**src/hw/rtl/dsr_pkg.sv**
```systemverilog
// ----------------------------------------------------------------------------
// dsr_pkg
// Shared types, codes and helpers of the Doppler speed readout.
// ----------------------------------------------------------------------------
package dsr_pkg;

    localparam int KEY_W   = 12;
    localparam int HZ_W    = 16;
    localparam int GAIN_W  = 24;
    localparam int FRAC_W  = 16;
    localparam int PROD_W  = HZ_W + GAIN_W + 1;
    localparam int SPEED_W = 7;
    localparam int BCD_W   = 8;
    localparam int CFG_IDX_W = 3;

    localparam int S_DATA_W = 48;
    localparam int M_DATA_W = 32;

    localparam logic [KEY_W-1:0] KEY_UP_LO    = KEY_W'(700);
    localparam logic [KEY_W-1:0] KEY_UP_HI    = KEY_W'(800);
    localparam logic [KEY_W-1:0] KEY_DOWN_LO  = KEY_W'(1700);
    localparam logic [KEY_W-1:0] KEY_DOWN_HI  = KEY_W'(1900);
    localparam logic [KEY_W-1:0] KEY_LEFT_LO  = KEY_W'(2000);
    localparam logic [KEY_W-1:0] KEY_LEFT_HI  = KEY_W'(3000);
    localparam logic [KEY_W-1:0] KEY_RIGHT    = '0;

    localparam logic [SPEED_W-1:0] SPEED_MAX  = SPEED_W'(99);
    localparam logic [PROD_W-1:0]  ROUND_HALF = PROD_W'(1) << (FRAC_W - 1);

    localparam logic [GAIN_W-1:0] GAIN_MPS_RST  = GAIN_W'(934);
    localparam logic [GAIN_W-1:0] GAIN_KMH_RST  = GAIN_W'(3363);
    localparam logic [GAIN_W-1:0] GAIN_MPH_RST  = GAIN_W'(2089);
    localparam logic [HZ_W-1:0]   BAND_LOW_RST  = HZ_W'(100);
    localparam logic [HZ_W-1:0]   BAND_HIGH_RST = HZ_W'(600);

    typedef enum logic [1:0] {
        MODE_MENU = 2'd0,
        MODE_ADC  = 2'd1,
        MODE_CMP  = 2'd2
    } mode_t;

    typedef enum logic [1:0] {
        UNIT_MPS = 2'd0,
        UNIT_KMH = 2'd1,
        UNIT_MPH = 2'd2
    } unit_t;

    typedef enum logic [2:0] {
        KEY_NONE  = 3'd0,
        KEY_UP    = 3'd1,
        KEY_DOWN  = 3'd2,
        KEY_LEFT  = 3'd3,
        KEY_RIGHT_EVT = 3'd4
    } key_evt_t;

    typedef enum logic [CFG_IDX_W-1:0] {
        CFG_GAIN_MPS  = 3'd0,
        CFG_GAIN_KMH  = 3'd1,
        CFG_GAIN_MPH  = 3'd2,
        CFG_BAND_LOW  = 3'd3,
        CFG_BAND_HIGH = 3'd4
    } cfg_idx_t;

    typedef struct packed {
        logic [1:0] mode;
        logic [1:0] unit;
    } disp_state_t;

    typedef struct packed {
        logic [GAIN_W-1:0] gain_mps;
        logic [GAIN_W-1:0] gain_kmh;
        logic [GAIN_W-1:0] gain_mph;
        logic [HZ_W-1:0]   band_low;
        logic [HZ_W-1:0]   band_high;
    } cfg_t;

    function automatic logic [BCD_W-1:0] to_bcd(input logic [SPEED_W-1:0] v);
        logic [3:0]         tens;
        logic [SPEED_W-1:0] rem;
        tens = 4'd0;
        for (int t = 1; t <= 9; t++) begin
            if (v >= SPEED_W'(t * 10))
            begin
                tens = 4'(t);
            end
        end
        rem = v - SPEED_W'({tens, 3'b000}) - SPEED_W'({tens, 1'b0});
        return {tens, rem[3:0]};
    endfunction

endpackage

```
**src/hw/rtl/doppler_speed_readout_core.sv**
```systemverilog
// ----------------------------------------------------------------------------
// doppler_speed_readout_core
// Keypad-driven Doppler speed readout: mode/unit control and speed display.
//
// Channel  Dir  Payload (lowest bits first)
// s_*      in   key_level[11:0], adc_path_hz[27:12], comparator_path_hz[43:28]
// m_*      out  current_mode[1:0], current_unit[3:2], shown_hz[19:4], speed_bcd[27:20]
// cfg_*    in   cfg_index selects register 0..4, cfg_data up to 24 bits
//
// One request per cycle sustained while m_tready stays high.
// Input register, then one pass of decode, band gate and multiply into the
// output register. Mode and unit advance when a request moves to the output.
// A stall on m_tready holds both stages; s_tready stays high while the input
// register can drain. Reset clears mode to menu, unit to m/s and the registers
// to their defaults.
// ----------------------------------------------------------------------------
module doppler_speed_readout_core (
    input  logic                                clk,
    input  logic                                rst_n,
    input  logic                                s_tvalid,
    output logic                                s_tready,
    // key_level, adc_path_hz, comparator_path_hz, zero pad
    input  logic [dsr_pkg::S_DATA_W-1:0]        s_tdata,
    output logic                                m_tvalid,
    input  logic                                m_tready,
    // current_mode, current_unit, shown_hz, speed_bcd, zero pad
    output logic [dsr_pkg::M_DATA_W-1:0]        m_tdata,
    input  logic                                cfg_we,
    input  logic [dsr_pkg::CFG_IDX_W-1:0]       cfg_index,
    input  logic [dsr_pkg::GAIN_W-1:0]          cfg_data
);
    import dsr_pkg::*;

    cfg_t              cfg_reg;
    logic              in_valid_reg;
    logic [KEY_W-1:0]  key_reg;
    logic [HZ_W-1:0]   adc_hz_reg;
    logic [HZ_W-1:0]   cmp_hz_reg;
    logic              out_valid_reg;
    logic [M_DATA_W-1:0] out_data_reg;
    logic [M_DATA_W-1:0] out_data_next;
    logic              advance;
    logic              out_free;
    disp_state_t       disp_state;
    logic [HZ_W-1:0]   shown_hz;
    logic [BCD_W-1:0]  speed_bcd;

    assign out_free = !out_valid_reg || m_tready;
    assign advance  = in_valid_reg && out_free;
    assign s_tready = !in_valid_reg || out_free;

    always_ff @(posedge clk or negedge rst_n)
    begin
        if (!rst_n)
        begin
            cfg_reg.gain_mps  <= GAIN_MPS_RST;
            cfg_reg.gain_kmh  <= GAIN_KMH_RST;
            cfg_reg.gain_mph  <= GAIN_MPH_RST;
            cfg_reg.band_low  <= BAND_LOW_RST;
            cfg_reg.band_high <= BAND_HIGH_RST;
        end
        else if (cfg_we)
        begin
            unique case (cfg_index)
                CFG_GAIN_MPS:  cfg_reg.gain_mps  <= cfg_data;
                CFG_GAIN_KMH:  cfg_reg.gain_kmh  <= cfg_data;
                CFG_GAIN_MPH:  cfg_reg.gain_mph  <= cfg_data;
                CFG_BAND_LOW:  cfg_reg.band_low  <= cfg_data[HZ_W-1:0];
                CFG_BAND_HIGH: cfg_reg.band_high <= cfg_data[HZ_W-1:0];
                default:       ;
            endcase
        end
    end

    always_ff @(posedge clk or negedge rst_n)
    begin
        if (!rst_n)
        begin
            in_valid_reg <= 1'b0;
        end
        else if (s_tready)
        begin
            in_valid_reg <= s_tvalid;
        end
    end

    always_ff @(posedge clk)
    begin
        if (s_tvalid && s_tready)
        begin
            key_reg    <= s_tdata[KEY_W-1:0];
            adc_hz_reg <= s_tdata[KEY_W+HZ_W-1:KEY_W];
            cmp_hz_reg <= s_tdata[KEY_W+2*HZ_W-1:KEY_W+HZ_W];
        end
    end

    dsr_mode_ctrl u_mode_ctrl (
        .clk       (clk),
        .rst_n     (rst_n),
        .key_level (key_reg),
        .advance   (advance),
        .state_out (disp_state)
    );

    dsr_speed_calc u_speed_calc (
        .state_in           (disp_state),
        .cfg                (cfg_reg),
        .adc_path_hz        (adc_hz_reg),
        .comparator_path_hz (cmp_hz_reg),
        .shown_hz           (shown_hz),
        .speed_bcd          (speed_bcd)
    );

    assign out_data_next = M_DATA_W'({speed_bcd, shown_hz, disp_state.unit, disp_state.mode});

    always_ff @(posedge clk or negedge rst_n)
    begin
        if (!rst_n)
        begin
            out_valid_reg <= 1'b0;
        end
        else if (out_free)
        begin
            out_valid_reg <= in_valid_reg;
        end
    end

    always_ff @(posedge clk)
    begin
        if (advance)
        begin
            out_data_reg <= out_data_next;
        end
    end

    assign m_tvalid = out_valid_reg;
    assign m_tdata  = out_data_reg;

endmodule

```
**src/hw/rtl/dsr_mode_ctrl.sv**
```systemverilog
// ----------------------------------------------------------------------------
// dsr_mode_ctrl
// Keypad level decoder with the mode and unit registers.
// ----------------------------------------------------------------------------
module dsr_mode_ctrl (
    input  logic                      clk,
    input  logic                      rst_n,
    input  logic [dsr_pkg::KEY_W-1:0] key_level,
    input  logic                      advance,
    output dsr_pkg::disp_state_t      state_out
);
    import dsr_pkg::*;

    logic [1:0] mode_reg;
    logic [1:0] mode_next;
    logic [1:0] unit_reg;
    logic [1:0] unit_next;
    key_evt_t   key_evt;

    always_comb
    begin
        if (key_level > KEY_UP_LO && key_level < KEY_UP_HI)
        begin
            key_evt = KEY_UP;
        end
        else if (key_level > KEY_DOWN_LO && key_level < KEY_DOWN_HI)
        begin
            key_evt = KEY_DOWN;
        end
        else if (key_level > KEY_LEFT_LO && key_level < KEY_LEFT_HI)
        begin
            key_evt = KEY_LEFT;
        end
        else if (key_level == KEY_RIGHT)
        begin
            key_evt = KEY_RIGHT_EVT;
        end
        else
        begin
            key_evt = KEY_NONE;
        end
    end

    always_comb
    begin
        mode_next = mode_reg;
        unit_next = unit_reg;
        unique case (key_evt)
            KEY_UP:        mode_next = MODE_MENU;
            KEY_DOWN:      unit_next = (unit_reg >= UNIT_MPH) ? UNIT_MPS : unit_reg + 2'd1;
            KEY_LEFT:      mode_next = MODE_ADC;
            KEY_RIGHT_EVT: mode_next = MODE_CMP;
            default:       ;
        endcase
    end

    always_ff @(posedge clk or negedge rst_n)
    begin
        if (!rst_n)
        begin
            mode_reg <= MODE_MENU;
            unit_reg <= UNIT_MPS;
        end
        else if (advance)
        begin
            mode_reg <= mode_next;
            unit_reg <= unit_next;
        end
    end

    assign state_out.mode = mode_next;
    assign state_out.unit = unit_next;

endmodule

```
**src/hw/rtl/dsr_speed_calc.sv**
```systemverilog
// ----------------------------------------------------------------------------
// dsr_speed_calc
// Source select, band gate, gain multiply, rounding, clamp and BCD split.
// ----------------------------------------------------------------------------
module dsr_speed_calc (
    input  dsr_pkg::disp_state_t      state_in,
    input  dsr_pkg::cfg_t             cfg,
    input  logic [dsr_pkg::HZ_W-1:0]  adc_path_hz,
    input  logic [dsr_pkg::HZ_W-1:0]  comparator_path_hz,
    output logic [dsr_pkg::HZ_W-1:0]  shown_hz,
    output logic [dsr_pkg::BCD_W-1:0] speed_bcd
);
    import dsr_pkg::*;

    logic [HZ_W-1:0]    src_hz;
    logic [GAIN_W-1:0]  gain;
    logic [PROD_W-1:0]  prod;
    logic [PROD_W-1:0]  rounded;
    logic [SPEED_W-1:0] speed;
    logic               active;

    assign active = (state_in.mode == MODE_ADC) || (state_in.mode == MODE_CMP);

    always_comb
    begin
        case (state_in.mode)
            MODE_ADC: src_hz = adc_path_hz;
            MODE_CMP: src_hz = comparator_path_hz;
            default:  src_hz = '0;
        endcase
    end

    always_comb
    begin
        case (state_in.unit)
            UNIT_KMH: gain = cfg.gain_kmh;
            UNIT_MPH: gain = cfg.gain_mph;
            default:  gain = cfg.gain_mps;
        endcase
    end

    assign shown_hz = (src_hz >= cfg.band_low && src_hz <= cfg.band_high) ? src_hz : '0;

    assign prod    = PROD_W'(shown_hz) * PROD_W'(gain);
    assign rounded = (prod + ROUND_HALF) >> FRAC_W;

    always_comb
    begin
        if (!active)
        begin
            speed = '0;
        end
        else if (rounded > PROD_W'(SPEED_MAX))
        begin
            speed = SPEED_MAX;
        end
        else
        begin
            speed = rounded[SPEED_W-1:0];
        end
    end

    assign speed_bcd = to_bcd(speed);

endmodule
```
**config.mk**
```make
export PLATFORM = sky130hd
export DESIGN_NAME = doppler_speed_readout_core
export DESIGN_NICKNAME = d
export VERILOG_FILES = /design/src/hw/rtl/dsr_pkg.sv /design/src/hw/rtl/doppler_speed_readout_core.sv /design/src/hw/rtl/dsr_mode_ctrl.sv /design/src/hw/rtl/dsr_speed_calc.sv
export SDC_FILE = /design/constraint.sdc
export NUM_CORES = 1
export LEC_CHECK = 0
export ABC_AREA = 1
export BUFFER_PORTS_ARGS = -buffer_cell sky130_fd_sc_hd__buf_2
export CORE_ASPECT_RATIO = 1.5
export CORE_MARGIN = 1.5
export CORE_UTILIZATION = 55
export CTS_CLUSTER_SIZE = 20
export DETAILED_ROUTE_END_ITERATION = 8
export PLACE_DENSITY = 0.73
export SLEW_MARGIN = 30
export SYNTH_ARGS = -nofsm -noshare
export SYNTH_HDL_FRONTEND = slang
export SYNTH_SLANG_ARGS = --single-unit
```
**constraint.sdc**
```tcl
create_clock -name clk -period 30.3 [get_ports clk]
set_input_delay 9.09 -clock clk [delete_from_list [all_inputs] [get_ports clk]]
set_output_delay 9.09 -clock clk [all_outputs]
set_load 0.1 [all_outputs]
```
; Word-level counts from Yosys, hierarchy flattened
; Cells that the tools add are included.
; W data, S select, Z words.
[totals]
regBits = 182
[op_classes]
addsub = 4
n_mul = 1
order_cmp = 19
eq_ne = 12
muxes = 21
n_reduce_logical = 18
[op_table]
columns = operator, count
row1 = $pmux W24 S2, 1
row2 = $add A40 B16 Y41 const B, 1
row3 = $mul A16 B24 Y40, 1
row4 = $pmux W16 S2, 1
row5 = $gt A25 B7 Y1 const B, 1
row6 = $gt A12 B11 Y1 const B, 2
row7 = $mux W3, 8
row8 = $ge A7 B6 Y1 const B, 3
row9 = $ge A7 B7 Y1 const B, 3
row10 = $ge A16 B16 Y1, 1
row11 = $le A16 B16 Y1, 1
row12 = $mux W16, 1
row13 = $ge A7 B5 Y1 const B, 2
row14 = $mux W7, 2
row15 = $eq A3 B2 Y1 const B, 4
row16 = $gt A12 B10 Y1 const B, 1
row17 = $logic_not A12 Y1, 1
row18 = $lt A12 B10 Y1 const B, 1
row19 = $lt A12 B11 Y1 const B, 1
row20 = $lt A12 B12 Y1 const B, 1
row21 = $reduce_and A2 Y1, 5
row22 = $mux W2, 4
row23 = $mux W4, 2
row24 = $sub A4 B4 Y4, 2
row25 = other kinds (13), 25

; Longest topological paths before layout
; Gate-level depths: netlist of the first run.
[logic_depth]
depth_word = 29
ltp_mapped = 82

; Modules after synthesis
; Synthesis of the first run repeated with hierarchy kept, for this count alone.
[hier_totals]
cells_unflattened = 2726
area_unflattened_um2 = 22145.0
[modules_own_cells]
columns = mod, n_inst, cells_each, area_each_um2, seq_area_each_um2
row1 = dsr_speed_calc, 1, 2066, 15034.4, 0.0
row2 = doppler_speed_readout_core, 1, 549, 6533.8, 4843.4
row3 = dsr_mode_ctrl, 1, 111, 576.8, 100.1

; Worst setup path before layout of the first run
; No wires, ideal clock.
[synth_timing]
path_type = in2out
start = in m_tready
end = out s_tready
t_arrival_ps = 9898
required_ps = 21210
setup_slack_ps = 11312
cell_stages = 2
path_buffers = 0
path_cell_list = inv_1 > nand3_1
[synth_via]
elab_chain_len = 2
[synth_rtl]
columns = item, line
row1 = from (decl), doppler_speed_readout_core.sv:25  ; input logic m_tready,
row2 = $logic_or A1 B1 Y1, doppler_speed_readout_core.sv:48  ; assign out_free = !out_valid_reg || m_tready;
row3 = $logic_or A1 B1 Y1, doppler_speed_readout_core.sv:50  ; assign s_tready = !in_valid_reg || out_free;
row4 = to (decl), doppler_speed_readout_core.sv:21  ; output logic s_tready,
; No other way between the ends.

; Worst setup path after layout of the first run
; Ends and elaborated chain as after synthesis.

==> impl_metrics.csv, run 1 <==
group,metric,value,unit
floorplan,placementRows,88,
clock_tree,hold_buffers,0,
pwr,power_density,81.1,mW/mm^2
placed_design,gp_congestion,0.969,
outcome,status,"finished, final reports clean",
job,maxCapViolations,0,
detailed_routing,via_per_inst,5.57,
pwr,netSwitchingFraction,56.5,%
logic_synthesis,synth_edf_count,72,
grt,antenna_found_initial,1,
pwr,power_switching,1.06,mW
setup_path,crit_chain,"buf_2 > inv_1 > nand3_1 > buf_2",
setup_path,crit_slowest_cell,"buf_2",
sta,worst_slew_pin_slew,0.968,ns
placed_design,port_buffers,105,
floorplan,fp.coreArea,0.0385,mm^2
layout,antennaDiodeCount,0,
setup_path,cp-start-kind,"input pin",
logic_synthesis,synthFlopType,"dfrtp_1",
clock_tree,cts_resized,0,
grt,grt_pass1_vias,18600,
layout,final_common_cell,"inv_1",
min_path,hold_class,"reg -> reg",
logic_synthesis,synth_top_family_by_area,"adder cells",
detailed_routing,drt_iter0_markers,1259,
pwr,clockPowerShare,12.0,%
logic_synthesis,synth_mux_area_share,0,%
clock_tree,htree_num_levels,4,
pwr,power_frac_comb,69.5,%
layout,nNetsFinal,3231,
grt,track_usage,32.3,%
pwr,p_int,0.818,mW
detailed_routing,drt_wl_total,61.5,mm
setup_path,required,21.21,ns
sta,hold_violations,0,
sta,setup_violations,0,
grt,grt_max_degree,67,
clock_tree,clk_path_buf_depth,2,
setup_path,worstPathArrival,9.76,ns
clock_tree,path_clk_slew,0.07,ns
logic_synthesis,avgSynthCellArea,8.27,um^2
sta,period_needed,18.85,ns
floorplan,initial_core_util,55.7,%
pwr,power_leakage,12.0,nW
layout,area_delta_synth_final,7.91,%
layout,ff_latch_area,0.00494,mm^2
clock_tree,postCtsSetupRepairBufs,0,
logic_synthesis,synthXorXnorAreaFrac,0.565,%
sta,skew,0.0192,ns
detailed_routing,drc,0,
logic_synthesis,synth_top_area_cell,"fa_1",
layout,largest_reg_flops,104,
layout,fillers,3460,
placed_design,hpwlAfterDp,48.7,mm
detailed_routing,vias,17700,
clock_tree,root_buffer,"clkbuf_16",
logic_synthesis,ys.warnings.count,0,
sta,max_freq,53.0,MHz
floorplan,fp.dieW,164,um
setup_path,crit_fanout,3,
grt,grt_pass1_wl,97.6,mm
logic_synthesis,synth_cells,2596,
placed_design,place_inst,3152,
clock_tree,cts_sinks,182,
setup_path,path_buf_inv,3,
setup_path,path_class,"in -> out",
floorplan,die_h,245,um
setup_path,path_common_cell,"buf_2",
logic_synthesis,synthesis.area,0.0215,mm^2
logic_synthesis,synth-simple-area-share,17.7,%
logic_synthesis,yosys.area_share.adder,38.4,%
layout,mostFrequentLayoutCells,"586 x inv_1, 508 x nand2_1, 314 x nor2_1",
setup_path,worstSetupEndpointType,"output port",
setup_path,crit_family,"buffers and inverters",
floorplan,io_pins,114,
pwr,peakVddDrop,103,uV
setup_path,critical-path-max-stage-delay,0.44,ns
detailed_routing,drtAntennaViolNets,0,
sta,relSlewSlack,35.4,%
sta,fin_setup_tns,0,ns
logic_synthesis,synth_area_leaders,"fa_1 29%, inv_1 10%, dfrtp_1 10%",
sta,drv_slew,0,
floorplan,die_area,0.0403,mm^2
sta,rsz0062_at_grt,"no",
placed_design,place_area,0.0226,mm^2
logic_synthesis,ys_ff_latch,182,
logic_synthesis,synth_compound_area_share,8.46,%
logic_synthesis,ys_types,51,
clock_tree,cts_inserted_buffers,17,
pwr,p_seq_share,18.5,%
clock_tree,clock_latency,0.46,ns
logic_synthesis,yosysSeqAreaShare,23.0,%
logic_synthesis,synthArstFlopShare,60.4,%
layout,fin_area,0.0232,mm^2
detailed_routing,wl_per_cell,19.3,um
layout,multi_input_area,0.0140,mm^2
sta,timing.final.crit_share,62.2,%
grt,overflow,0,
logic_synthesis,synth.top_cell.area_share,28.5,%
detailed_routing,dr.pass1.iters,8,
layout,layoutNonFillerInstCount,3184,
clock_tree,cts_tree,"yes",
layout,drive_above_1_share,8.59,%
## power by group through the flow
stage	Clock (mW)	Sequential [mW]	Combinational (mW)
after floorplan	0	0.423	0.805
after global placement	0	0.349	1.27
after detailed placement	0	0.352	1.29
after CTS	0.229	0.347	1.30
after global routing	0.237	0.352	1.44
final	0.226	0.347	1.31
## worst min-delay path, delay by kind of cell (launching register included)
| kind | cells | cell delay, ns |
|---|---|---|
| AND/OR/NAND/NOR | 1 | 0.05 |
| AO/OA/AOI/OAI | 1 | 0.06 |
| flip-flops | 1 | 0.35 |
## stage by stage
| step | hold slack (ns) | util (%) | total power [mW] | setup WS, ns |
|---|---|---|---|---|
| CTS | 0.487 | 60.1 | 1.87 | 11.45 |
| detailed placement | 0.470 | 58.6 | 1.64 | 11.45 |
| global route | 0.507 | 60.2 | 2.03 | 11.43 |
| floorplan | 0.448 | - | 1.23 | 11.31 |
| finish | 0.489 | 60.2 | 1.88 | 11.45 |
| global placement | 0.460 | 58.5 | 1.62 | 11.47 |
## worst paths after layout
check / start / to / slack [ns] / depth (start not counted)
setup / recovery: m_tready / s_tready / 11.45 / 4
hold / removal: cfg_reg[47] / cfg_reg[47] / 0.49 / 2
setup reg to reg: key_reg[5] / m_tdata[23] / 16.66 / 64
hold reg to reg: cfg_reg[47] / cfg_reg[47] / 0.49 / 2
max in group asynchronous: rst_n / cfg_reg[65] / 20.38 / 2
min in group asynchronous: rst_n / cfg_reg[28] / 8.63 / 1
## logic make-up (layout without fill, tap and decap cells)
logic type | Yosys count | after routing
simple gates | 935 | 935
buf+inv | 671 | 761
fa+ha+maj | 475 | 475
compound gates | 319 | 319
flops | 182 | 182
xor+xnor | 13 | 13
other cells | 1 | 4
## routing by layer
metal | up-vias | wire (um) | global-route usage, %
li1 | 8053 | - | -
met1 | 8615 | 20700 | 35.9
met2 | 771 | 32200 | 56.7
met3 | 282 | 3700 | 4.49
met4 | 0 | 4900 | 22.2
met5 | - | 0 | 0
## synthesized netlist by cell type (2+ instances only)
master / n
o21ai_0: 152
xor2_1: 6
nor2_1: 314
nand3_2: 5
a211oi_1: 3
o21a_1: 12
xnor2_1: 6
nor4_1: 6
buf_1: 7
o21ai_1: 17
buf_4: 7
edfxtp_1: 72
o211ai_1: 4
buf_2: 2
nand2_4: 3
ha_1: 169
o21bai_1: 4
dfrtp_1: 87
nand4_1: 7
nand2_2: 14
nand3_1: 49
nand2_1: 508
dfstp_2: 23
nor3_1: 16
clkinv_1: 2
clkbuf_1: 65
fa_1: 306
o2111ai_1: 2
a221o_1: 24
a31oi_1: 9
a21oi_1: 85
nor2_4: 2
inv_1: 586
nand3b_1: 5
## area by class of cell
type	instances	share of cell area, %
tap	495	2.67
timing repair buffer	139	3.38
multi-input combinational	1746	60.4
inverter	590	9.58
sequential	182	21.3
clock inverter	15	0.772
clock buffer	17	1.84
Power figures use the tool's default switching activity.
==> inputs of run 2 (changes only) <==
--- a/config.mk
+++ b/config.mk
@@ -12,7 +12,7 @@
 export CORE_UTILIZATION = 55
 export CTS_CLUSTER_SIZE = 20
 export DETAILED_ROUTE_END_ITERATION = 8
-export PLACE_DENSITY = 0.73
+export PLACE_DENSITY = 0.76
 export SLEW_MARGIN = 30
 export SYNTH_ARGS = -nofsm -noshare
 export SYNTH_HDL_FRONTEND = slang
==> constraint.sdc (replaced) <==
create_clock -name clk -period 16.8 [get_ports clk]
set_input_delay 5.04 -clock clk [delete_from_list [all_inputs] [get_ports clk]]
set_output_delay 5.04 -clock clk [all_outputs]
set_load 0.1 [all_outputs]
==> run 2 against run 1 <==
Against the previous run:
- total power is 82% higher
- critical endpoint is now m_tdata[23]
- clock skew up 0.0040 ns
- worst hold slack lost 0.0080 ns
- largest power group unchanged
- sequential share of layout area about the same
==> impl_metrics.csv, run 2 (synthesis results as in run 1) <==
group,metric,value,unit
outcome,status,"finished, final reports clean",
floorplan,fp.dieW,164,um
placed_design,gp_congestion,0.978,
sta,hold_violations,0,
pwr,power_density,148,mW/mm^2
setup_path,crit_slowest_cell,"ha_1",
sta,rsz0062_at_grt,"no",
clock_tree,hold_buffers,0,
detailed_routing,vias,18000,
setup_path,crit_family,"adder cells",
grt,grt_max_degree,62,
clock_tree,postCtsSetupRepairBufs,0,
grt,antenna_found_initial,1,
setup_path,path_buf_inv,15,
clock_tree,cts_inserted_buffers,17,
floorplan,initial_core_util,55.7,%
clock_tree,cts_resized,0,
setup_path,path_class,"reg -> reg",
clock_tree,cts_sinks,182,
detailed_routing,via_per_inst,5.64,
layout,final_common_cell,"inv_1",
layout,largest_reg_flops,104,
layout,area_delta_synth_final,8.02,%
pwr,peakVddDrop,154,uV
clock_tree,root_buffer,"clkbuf_16",
detailed_routing,wl_per_cell,19.4,um
grt,grt_use_met2,55.4,%
setup_path,critical-path-max-stage-delay,0.67,ns
sta,drv_slew,0,
clock_tree,cts_tree,"yes",
sta,worst_slew_pin_slew,0.899,ns
job,maxCapViolations,0,
sta,period_needed,13.35,ns
clock_tree,htree_num_levels,4,
detailed_routing,drt_wl_total,62.0,mm
floorplan,die_area,0.0403,mm^2
clock_tree,clk_path_buf_depth,2,
clock_tree,clock_latency,0.47,ns
grt,grt_pass1_vias,18900,
layout,mostFrequentLayoutCells,"586 x inv_1, 507 x nand2_1, 314 x nor2_1",
grt,use_met3,6.17,%
grt,top_usage_layer,"met2",
pwr,power_leakage,12.1,nW
sta,relSlewSlack,39.9,%
min_path,hold_class,"reg -> reg",
grt,overflow,0,
detailed_routing,dr.pass1.iters,6,
setup_path,path_common_cell,"nand2_1",
sta,fin_setup_tns,0,ns
sta,timing.final.crit_share,79.5,%
detailed_routing,drt_iter0_markers,1286,
grt,track_usage,32.6,%
layout,nNetsFinal,3234,
grt,grt_pass1_wl,98.3,mm
placed_design,dp_slack,3.44,ns
sta,setup_violations,0,
clock_tree,path_clk_slew,0.08,ns
sta,max_freq,74.9,MHz
floorplan,placementRows,88,
setup_path,required,17.02,ns
placed_design,hpwlAfterDp,48.7,mm
detailed_routing,drc,0,
sta,skew,0.0233,ns
sta,hold_slack,0.481,ns
layout,drive_above_1_share,8.77,%
grt,grt_use_met1,35.2,%
detailed_routing,drtAntennaViolNets,0,
floorplan,die_h,245,um
sta,setup_slack,3.45,ns
floorplan,io_pins,114,
floorplan,fp.coreArea,0.0385,mm^2
placed_design,port_buffers,105,
setup_path,worstSetupEndpointType,"register",
setup_path,crit_fanout,16,
setup_path,worstPathArrival,13.57,ns
setup_path,cp-start-kind,"register",
## run 2: final timing paths
check,start,end,slack [ns],cells after the start
max,key_reg[6],m_tdata[23],3.45,68
min,cfg_reg[83],cfg_reg[83],0.48,2
max reg2reg,key_reg[6],m_tdata[23],3.45,68
min reg2reg,cfg_reg[83],cfg_reg[83],0.48,2
max in group asynchronous,rst_n,cfg_reg[101],11.00,2
min in group asynchronous,rst_n,cfg_reg[10],4.59,1
## run 2: layout make-up
class / instances / area (um^2)
clock inverter: 15 / 173
multi-input combinational: 1746 / 14000
fill: 3410 / 15300
clock buffer: 17 / 425
sequential: 182 / 4940
inverter: 590 / 2220
antenna: 1 / 2.50
timing repair buffer: 142 / 806
tap: 495 / 619
## run 2: where the power goes
group | total, mW | internal [mW] | switching, mW
Sequential | 0.626 | 0.590 | 0.0365
Clock | 0.407 | 0.201 | 0.206
Combinational | 2.39 | 0.690 | 1.70
## run 2: worst min-delay path: stages, from the launching register on
cell and delay (ns):
dfrtp_1 0.34, nand2_1 0.05, o21ai_0 0.06
## run 2: per-layer routing
layer	part of all wire (%)	vias to the layer above
met5	0	-
met4	9.4	0
met3	7.8	325
met2	50	870
met1	33	8725
li1	-	8062
## run 2: through the flow
step	power, mW	utilization [%]	cells	cell area, um^2
after floorplan	2.22	-	2599	21500
after global placement	2.91	58.6	3155	22600
after detailed placement	2.97	58.6	3155	22600
after CTS	3.39	60.2	3187	23200
after global routing	3.67	60.2	3188	23200
final	3.43	60.2	3188	23200
